### src/mba_pkg.sv
package mba_pkg;

    localparam int SUM_W    = 24;
    localparam int CNT_W    = 16;
    localparam int PIX_W    = 8;
    localparam int CFG_W    = 11;
    localparam int CADDR_W  = 2;
    localparam int PHASES   = 6;
    localparam int TALL_ROWS = 600;

    localparam logic [CADDR_W-1:0] CFG_SCREEN_WIDTH  = 2'd0;
    localparam logic [CADDR_W-1:0] CFG_SCREEN_HEIGHT = 2'd1;
    localparam logic [CADDR_W-1:0] CFG_EFFECT_PHASE  = 2'd2;
    localparam logic [CADDR_W-1:0] CFG_DIRECTION_IN  = 2'd3;

    typedef logic [SUM_W-1:0] t_sum;
    typedef logic [CNT_W-1:0] t_cnt;

    typedef struct packed {
        logic [7:0] red;
        logic [7:0] green;
        logic [7:0] blue;
        logic       in_source;
    } t_in;

    typedef struct packed {
        logic [7:0] block_col;
        logic [7:0] block_row;
        logic [7:0] block_edge;
        logic [7:0] avg_red;
        logic [7:0] avg_green;
        logic [7:0] avg_blue;
        logic       frame_done;
    } t_out;

    // one entry of the per-column accumulator store
    typedef struct packed {
        t_sum red;
        t_sum green;
        t_sum blue;
        t_cnt count;
    } t_acc;

    localparam logic [7:0] EDGE_SHORT [PHASES] = '{8'd160, 8'd80, 8'd40, 8'd20, 8'd10, 8'd5};
    localparam logic [7:0] EDGE_TALL  [PHASES] = '{8'd200, 8'd100, 8'd50, 8'd25, 8'd10, 8'd5};

    // block edge from table row, phase and direction
    function automatic logic [7:0] block_edge_of(
        input logic       tall,
        input logic [2:0] phase,
        input logic       dir_in
    );
        logic [2:0] ph;
        logic [2:0] idx;
        ph  = (phase > 3'(PHASES - 1)) ? 3'(PHASES - 1) : phase;
        idx = dir_in ? ph : 3'(PHASES - 1) - ph;
        return tall ? EDGE_TALL[idx] : EDGE_SHORT[idx];
    endfunction

endpackage

### src/mba_div.sv
module mba_div (
    input  logic          i_clk,
    input  logic          i_rst_n,
    input  logic          i_start,
    input  mba_pkg::t_sum i_sum_r,
    input  mba_pkg::t_sum i_sum_g,
    input  mba_pkg::t_sum i_sum_b,
    input  mba_pkg::t_cnt i_count,
    output logic          o_done,
    output logic [7:0]    o_quot_r,
    output logic [7:0]    o_quot_g,
    output logic [7:0]    o_quot_b
);
    import mba_pkg::*;

    // quotient always fits 8 bits: each sum is at most 255 times its count
    t_sum       r_rem  [3];
    logic [7:0] r_quot [3];
    t_sum       r_dsh;
    logic [2:0] r_step;
    logic       r_busy;
    logic       r_done;
    logic       r_zero;

    always_ff @(posedge i_clk) begin
        if (!i_rst_n) begin
            r_busy <= 1'b0;
            r_done <= 1'b0;
        end else begin
            r_done <= r_busy && (r_step == 3'd7);
            if (i_start) begin
                r_busy <= 1'b1;
            end else if (r_step == 3'd7) begin
                r_busy <= 1'b0;
            end
        end
    end

    always_ff @(posedge i_clk) begin
        if (i_start) begin
            r_rem[0] <= i_sum_r;
            r_rem[1] <= i_sum_g;
            r_rem[2] <= i_sum_b;
            for (int l = 0; l < 3; l++) begin
                r_quot[l] <= '0;
            end
            r_dsh  <= {1'b0, i_count, 7'b0};
            r_step <= '0;
            r_zero <= (i_count == '0);
        end else if (r_busy) begin
            // one restoring step per lane, most significant quotient bit first
            for (int l = 0; l < 3; l++) begin
                if (r_rem[l] >= r_dsh) begin
                    r_rem[l]  <= r_rem[l] - r_dsh;
                    r_quot[l] <= {r_quot[l][6:0], 1'b1};
                end else begin
                    r_quot[l] <= {r_quot[l][6:0], 1'b0};
                end
            end
            r_dsh  <= r_dsh >> 1;
            r_step <= r_step + 3'd1;
        end
    end

    assign o_done   = r_done;
    assign o_quot_r = r_zero ? 8'd0 : r_quot[0];
    assign o_quot_g = r_zero ? 8'd0 : r_quot[1];
    assign o_quot_b = r_zero ? 8'd0 : r_quot[2];

endmodule

### config.mk
export PLATFORM = sky130hd
export DESIGN_NAME = mba_div
export DESIGN_NICKNAME = d
export VERILOG_FILES = /design/src/mba_pkg.sv /design/src/mba_div.sv
export SDC_FILE = /design/constraint.sdc
export NUM_CORES = 1
export LEC_CHECK = 0
export BUFFER_PORTS_ARGS = -buffer_cell sky130_fd_sc_hd__buf_4
export CORE_AREA = 2 2 120 122
export DETAILED_ROUTE_END_ITERATION = 7
export DIE_AREA = 0 0 122 124
export GPL_TIMING_DRIVEN = 1
export PLACE_DENSITY = 0.93
export SETUP_SLACK_MARGIN = 0.05
export SYNTH_ARGS = -nofsm -noshare
export SYNTH_HDL_FRONTEND = slang
export SYNTH_SLANG_ARGS = --single-unit
### constraint.sdc
create_clock -name i_clk -period 5.1 [get_ports i_clk]
set_input_delay 0.255 -clock i_clk [delete_from_list [all_inputs] [get_ports i_clk]]
set_output_delay 0.255 -clock i_clk [all_outputs]
set_load 0.005 [all_outputs]
==> metrics.json, run 1 <==
{
  "outcome": {
    "outcome": "finished, final reports clean"
  },
  "worst_setup_path": {
    "timing.critical_path.arrival_ps": 3880,
    "worstSetupStartpointType": "flip-flop",
    "critPathBufInv": 2,
    "critPathTopFamily": "compound AO/OA/AOI/OAI gates",
    "worst_ep_required_time_ps": 5290,
    "cp_slowest_stage_delay_ps": 590,
    "critPathKind": "reg2reg",
    "critical_path.slowest_cell": "buf_4",
    "cp_max_fo": 82,
    "timing.critical_path.to_type": "flip-flop",
    "path_cells": "inv_1 -> ha_1 -> a21oi_1 -> nor2b_1 -> o21ai_0 -> nor4bb_1 -> a211oi_1 -> o41a_1 -> nor3_4 -> buf_4 -> mux2_1"
  },
  "detailed_routing": {
    "final_antenna_net_count": 0,
    "drt-wirelength-per-cell_um": 18.65,
    "avgViaCountPerCell": 6.157,
    "route.detailed.drc": 0,
    "route.final.wire_length_um": 22160,
    "drt_pre_antenna_iters": 6,
    "detailed_route_via_count": 7315,
    "drtIter0Drc": 773
  },
  "sta": {
    "period_share": 0.7250,
    "timing.final.crit_period_ps": 3697,
    "timing.final.setup_violations": 0,
    "final-max-slew-violation-count": 0,
    "fin_skew_ps": 7.759,
    "timing.fmax_mhz": 270.5,
    "hold_ws_ps": 37.09,
    "worst_slack_ps": 1403,
    "setup_repair_after_global_routing_missed_its_margin": "no",
    "tightest_pin_transition_ps": 759.6,
    "slew-limit-headroom": 0.4936,
    "timing.setup.tns_ps": 0,
    "hold_viol_final": 0
  },
  "finish": {
    "final_area_um2": 10290,
    "diode_count": 0,
    "mostFrequentLayoutCells": "119 x buf_4, 112 x edfxtp_1, 100 x nand2_1",
    "num-fill-cells": 966,
    "post_route_cells_drive_above_1_share": 0.1796,
    "layout.cells.most_common": "buf_4",
    "non_filler_cells_final": 1188,
    "area_added_between_synthesis_and_finish_pct": 18.69,
    "final_core_utilization": 0.7501,
    "net_count_reported_at_finish": 1160
  },
  "grt": {
    "globalRoute.totalOverflow": 0,
    "grt_start_max_net_pins": 83,
    "number_of_global_route_vias_before_repair": 6985,
    "grt_use_total": 0.2993,
    "grt_first_pass_wirelength_um": 34630,
    "antenna_violations_before_repair": 0
  },
  "power_and_ir_drop": {
    "powerDensity_nw_per_um2": 474.3,
    "power.leakage_nw": 4.410,
    "vdd.ir_drop.worst_mv": 0.3017,
    "totalPowerFinal_mw": 4.881
  },
  "placed_design": {
    "place_inst": 1156,
    "dpl_cell_area_um2": 9653,
    "port_buffers": 115,
    "dp_hpwl_um": 15930,
    "gp_routability_congestion": 0.9588,
    "pre_cts_slack_ps": 1474
  },
  "cts": {
    "cts_tree": "built",
    "post_cts_buffers": 0,
    "cts-root-to-sink-buffers": 2,
    "h-tree-depth": 4,
    "cts-resized-gates": 0,
    "clock_tree_root": "clkbuf_16",
    "cts-buffers-inserted": 17,
    "clock_insertion_delay_worst_skew_ps": 430,
    "clock-sinks": 125,
    "worst_setup_hold_path_clk_slew_ps": 60,
    "cts_hold_repair.buffers": 0
  },
  "floorplanning": {
    "fp.coreArea_um2": 13720,
    "die-area_um2": 15130,
    "top_level_ports": 116,
    "fp-row-count": 43,
    "floorplan.die.width_um": 122,
    "die-height_um": 124,
    "initial_core_util": 0.6320
  },
  "synth": {
    "synthesis.instances": 885,
    "synth.top_cells.by_area": "edfxtp_1 39%, ha_1 10%, o21ai_0 4.7%, nand2_1 4.3%, xor2_1 3.3%",
    "avgSynthCellArea_um2": 9.798,
    "synth_area_um2": 8671,
    "ys_dominant_reg_cell": "edfxtp_1",
    "ffs_w_async_s_r_synth": 0,
    "postSynthNetCount": 1050,
    "synth_area_leader_cell": "edfxtp_1",
    "number_of_enable_flip_flop_cells_after_synthesis": 112,
    "ys_types": 63,
    "synthesis.yosys.warnings": 0,
    "ys_seq_elements": 125,
    "synth_top_area_share": 0.3879,
    "seq_area_frac_synth": 0.4179
  },
  "min_path": {
    "hp-class": "in2reg"
  },
  "run": {
    "maxCapViolations": 0
  }
}
[cells in the mapped netlist, types with 14 or more instances]
master and instances:
xnor2_1 29, and2_1 23, nor2b_1 37, inv_1 41, a22o_1 16, a21oi_1 57, nor2_1 33, nand2_1 100
xor2_1 33, edfxtp_1 112, clkbuf_1 14, nor3_1 14, nand2b_1 15, a21o_1 28, o21ai_0 81, ha_1 71
[flip-flops by register name, indices dropped and copies added, names as in the netlist]
register  cells
o_done        1
r_busy        1
r_dsh        23
r_quot       24
r_rem        72
r_step        3
r_zero        1
[worst reg2reg max path: cells and delay by family, from the launching register on]
kind	cells	cell delay, ps
compound gates	4	910
fa+ha+maj	1	340
buf+inv	2	760
flops	1	400
mux	1	430
simple gates	3	600
[area by class of cell]
class	count	area (um^2)	area share
sequential	125	3623	0.3521
tap	180	225.2	0.02188
timing repair buffer	119	893.4	0.08681
multi-input combinational	691	4757	0.4622
clock buffer	17	425.4	0.04134
clock inverter	15	212.7	0.02067
inverter	41	153.9	0.01495
[final timing paths]
kind,slack (ps),start,endpoint,cells past startpoint
setup reg to reg,1400,r_dsh[9]$_DFFE_PP_,r_rem[0][35]$_DFFE_PP_,11
setup / recovery,1400,r_dsh[9]$_DFFE_PP_,r_rem[0][35]$_DFFE_PP_,11
hold reg to reg,500,r_step[2]$_SDFFE_PP0P_,r_step[2]$_SDFFE_PP0P_,2
hold / removal,40,i_rst_n,r_busy$_SDFFE_PN0P_,2
[report_power, final]
group	internal [mW]	switching [mW]	total, mW	leakage (nW)
sequential	1.38	0.0931	1.47	1.25
clock	0.824	0.493	1.32	0.301
combinational	0.862	1.23	2.09	2.86
total	3.07	1.81	4.88	4.41
[per-layer routing]
metal | share of wire | routed length, um | vias to the layer above | GRT usage
met1 | 0.43 | 9417 | 3443 | 0.3831
li1 | - | - | 3487 | -
met4 | 0.027 | 595 | 0 | 0.1200
met2 | 0.49 | 10820 | 325 | 0.5042
met5 | 0 | 0 | - | 0
met3 | 0.060 | 1328 | 60 | 0.05586
[cells by family after synthesis]
logic type | Yosys count | synth area share
simple gates | 277 | 0.1602
compound gates | 262 | 0.1960
flops | 125 | 0.4179
fa+ha+maj | 74 | 0.1094
buf+inv | 69 | 0.03449
xor+xnor | 62 | 0.06263
mux | 16 | 0.01948
(Power assumes the default switching activity.)
==> run 2, diff against run 1 <==
- CORE_AREA: 2 2 120 122 -> 2 2 131 133
- DIE_AREA: 0 0 122 124 -> 0 0 133 135
- PLACE_DENSITY: 0.93 -> 0.84
- clock period: 5.1 -> 3.1 ns (I/O delays scaled with it)
==> metrics.json, run 2 (same netlist as run 1, synthesis figures left out) <==
{
  "grt": {
    "grt_first_pass_wirelength": {"value": 37940, "unit": "um", "change": "+9.6%"},
    "antenna_violations_before_repair": {"value": 0, "change": "unchanged"},
    "grt_start_max_net_pins": {"value": 34, "change": "-59%"},
    "globalRoute.totalOverflow": {"value": 0, "change": "unchanged"},
    "grt_use_total": {"value": 0.2707, "change": "-0.02864"},
    "number_of_global_route_vias_before_repair": {"value": 7348, "change": "+5.2%"}
  },
  "finish": {
    "largest_reg_flops": {"value": 72, "change": "unchanged"},
    "largest_registers_in_the_final_layout": "r_rem: 72 flops, r_quot: 24 flops, r_dsh: 23 flops",
    "regMostFlops": "r_rem",
    "post_route_cells_drive_above_1_share": {"value": 0.3256, "change": "+0.1461"},
    "area_added_between_synthesis_and_finish_pct": 38.24,
    "mostFrequentLayoutCells": "185 x buf_4, 112 x edfxtp_1, 73 x nand2_1",
    "net_count_reported_at_finish": {"value": 1276, "change": "+10%"},
    "diode_count": {"value": 0, "change": "unchanged"},
    "layout.cells.most_common": "buf_4",
    "final_area": {"value": 11990, "unit": "um^2", "change": "+16%"}
  },
  "outcome": {
    "failed_checks": "setup timing",
    "outcome": "finished, violations left"
  },
  "sta": {
    "fin_skew": {"value": 11.70, "unit": "ps", "change": "+3.943 ps"},
    "period_share": {"value": 1.025, "change": "+0.3003"},
    "hold_viol_final": {"value": 0, "change": "unchanged"},
    "tightest_pin_transition": {"value": 794.3, "unit": "ps", "change": "+34.69 ps"},
    "slew-limit-headroom": {"value": 0.4705, "change": "-0.02312"},
    "timing.final.crit_period": {"value": 3178, "unit": "ps", "change": "-519.0 ps"},
    "timing.fmax": {"value": 314.6, "unit": "MHz", "change": "+16%"},
    "worst_slack": {"value": -78.36, "unit": "ps", "change": "-1481 ps"},
    "hold_ws": {"value": 7.504, "unit": "ps", "change": "-29.58 ps"},
    "final-max-slew-violation-count": {"value": 0, "change": "unchanged"},
    "setup_repair_after_global_routing_missed_its_margin": "yes",
    "timing.final.setup_violations": {"value": 17, "change": "+17"},
    "timing.setup.tns": {"value": -527.2, "unit": "ps", "change": "-527.2 ps"}
  },
  "power_and_ir_drop": {
    "power.leakage": {"value": 5.166, "unit": "nW", "change": "+17%"},
    "vdd.ir_drop.worst": {"value": 0.4671, "unit": "mV", "change": "+55%"},
    "powerDensity": {"value": 751.4, "unit": "nW/um^2", "change": "+58%"}
  },
  "floorplanning": {
    "initial_core_util": {"value": 0.5285, "change": "-0.1035"},
    "fp.coreArea": {"value": 16410, "unit": "um^2", "change": "+20%"},
    "die-height": {"value": 135, "unit": "um", "change": "+8.9%"},
    "top_level_ports": {"value": 116, "change": "unchanged"},
    "fp-row-count": {"value": 47, "change": "+9.3%"},
    "floorplan.die.width": {"value": 133, "unit": "um", "change": "+9.0%"},
    "die-area": {"value": 17960, "unit": "um^2", "change": "+19%"}
  },
  "detailed_routing": {
    "detailed_route_via_count": {"value": 8039, "change": "+9.9%"},
    "route.detailed.drc": {"value": 0, "change": "unchanged"},
    "drt-wirelength-per-cell": {"value": 20.07, "unit": "um", "change": "+7.6%"},
    "final_antenna_net_count": {"value": 0, "change": "unchanged"},
    "avgViaCountPerCell": {"value": 5.981, "change": "-2.9%"},
    "drt_pre_antenna_iters": {"value": 5, "change": "-1"},
    "route.final.wire_length": {"value": 26980, "unit": "um", "change": "+22%"},
    "drtIter0Drc": {"value": 879, "change": "+14%"}
  },
  "cts": {
    "worst_setup_hold_path_clk_slew": {"value": 60, "unit": "ps", "change": "about the same"},
    "clock-sinks": {"value": 125, "change": "unchanged"},
    "cts-buffers-inserted": {"value": 17, "change": "unchanged"},
    "cts_tree": "built",
    "clock_insertion_delay_worst_skew": {"value": 440, "unit": "ps", "change": "about the same"},
    "cts-root-to-sink-buffers": {"value": 2, "change": "unchanged"},
    "h-tree-depth": {"value": 4, "change": "unchanged"},
    "clock_tree_root": "clkbuf_16"
  },
  "placed_design": {
    "dpl_cell_area": {"value": 10280, "unit": "um^2", "change": "+6.5%"},
    "gp_routability_congestion": {"value": 0.9278, "change": "-3.2%"},
    "pre_cts_slack": {"value": -61.17, "unit": "ps", "change": "-1535 ps"},
    "dp_hpwl": {"value": 17490, "unit": "um", "change": "+9.8%"},
    "port_buffers": {"value": 115, "change": "unchanged"}
  },
  "worst_setup_path": {
    "critPathKind": "reg2reg",
    "cp_max_fo": {"value": 6, "change": "-93%"},
    "critical_path.slowest_cell": "ha_2",
    "worstSetupStartpointType": "flip-flop",
    "path_cells": "inv_1 -> ha_2 -> o211ai_1 -> a211oi_2 -> o21ai_1 -> a31oi_2 -> nand2_1 -> o31a_1 -> o31ai_2 -> xnor2_1 -> mux2_1",
    "timing.critical_path.to_type": "flip-flop",
    "worst_r2r_path_depth": {"value": 11, "change": "unchanged"},
    "worst_ep_required_time": {"value": 3280, "unit": "ps", "change": "-2010 ps"},
    "rrSetupSlack": {"value": -80, "unit": "ps", "change": "-1480 ps"},
    "worst_r2r_endpoint": "r_rem[0][71]$_DFFE_PP_",
    "timing.critical_path.to": "r_rem[0][71]$_DFFE_PP_",
    "timing.critical_path.arrival": {"value": 3360, "unit": "ps", "change": "-520 ps"},
    "cp_slowest_stage_delay": {"value": 420, "unit": "ps", "change": "-170 ps"},
    "r2r_start": "r_dsh[6]$_SDFFE_PP0P_",
    "critical_path.startpoint": "r_dsh[6]$_SDFFE_PP0P_"
  },
  "min_path": {
    "hp-class": "in2reg"
  },
  "run": {
    "maxCapViolations": {"value": 0, "change": "unchanged"}
  }
}
run 2: stage by stage:
stage / util / std cells / power, mW
after floorplan: - / 885 / 4.988
after global placement: 0.6268 / 1260 / 6.026
after detailed placement: 0.6268 / 1260 / 6.132
after CTS: 0.6805 / 1318 / 8.216
after global routing: 0.7306 / 1344 / 9.471
final: 0.7306 / 1344 / 9.007
run 2: cell type report:
cell class	instances	area (um^2)
Tap cell	220	275.3
Multi-Input combinational cell	691	5240
Fill cell	1101	4420
Sequential cell	125	3627
Timing Repair Buffer	235	2117
Inverter	41	153.9
Clock inverter	15	147.6
Clock buffer	17	425.4
run 2: how the worst min path moves through the flow:
stage | startpoint | end | cells past startpoint
floorplan | i_start | r_zero$_DFFE_PP_ | 0
global placement | i_rst_n | r_busy$_SDFFE_PN0P_ | 2
detailed placement | i_rst_n | r_busy$_SDFFE_PN0P_ | 2
CTS | i_sum_g[4] | r_rem[0][28]$_DFFE_PP_ | 3
global route | i_sum_r[4] | r_rem[0][4]$_DFFE_PP_ | 3
finish | i_sum_r[4] | r_rem[0][4]$_DFFE_PP_ | 3
run 2: repair_timing:
action                                 in CTS  in global routing
buffers inserted                            2                 15
endpoints found under the hold margin      25                  2
pin swaps                                   1                 42
setup endpoints to repair                 119                144
hold buffers                               24                  2
resized for setup                          19                152
gates cloned                                0                 10
run 2: routing by layer:
| layer | GRT usage | up-vias | wire (um) |
|---|---|---|---|
| li1 | - | 3724 | - |
| met1 | 0.3589 | 3813 | 11030 |
| met2 | 0.4442 | 408 | 13120 |
| met3 | 0.04580 | 94 | 1698 |
| met4 | 0.1093 | 0 | 1126 |
| met5 | 0 | - | 0 |
run 2: critical path, delay by kind of cell (launching register included):
family / cells / cell delay [ps]
buffers and inverters: 1 / 140
xor gates and xnor gates: 1 / 80
DFF: 1 / 390
and+or+nand+nor: 1 / 110
adders and majority gates: 1 / 420
AOI/OAI and AO/OA: 6 / 1500
muxes: 1 / 280
run 2: report_power, final:
group / internal (mW) / total, mW / switching, mW
Combinational: 2.11 / 4.59 / 2.48
Clock: 1.18 / 1.98 / 0.804
Sequential: 2.27 / 2.43 / 0.160
Total: 5.56 / 9.01 / 3.45
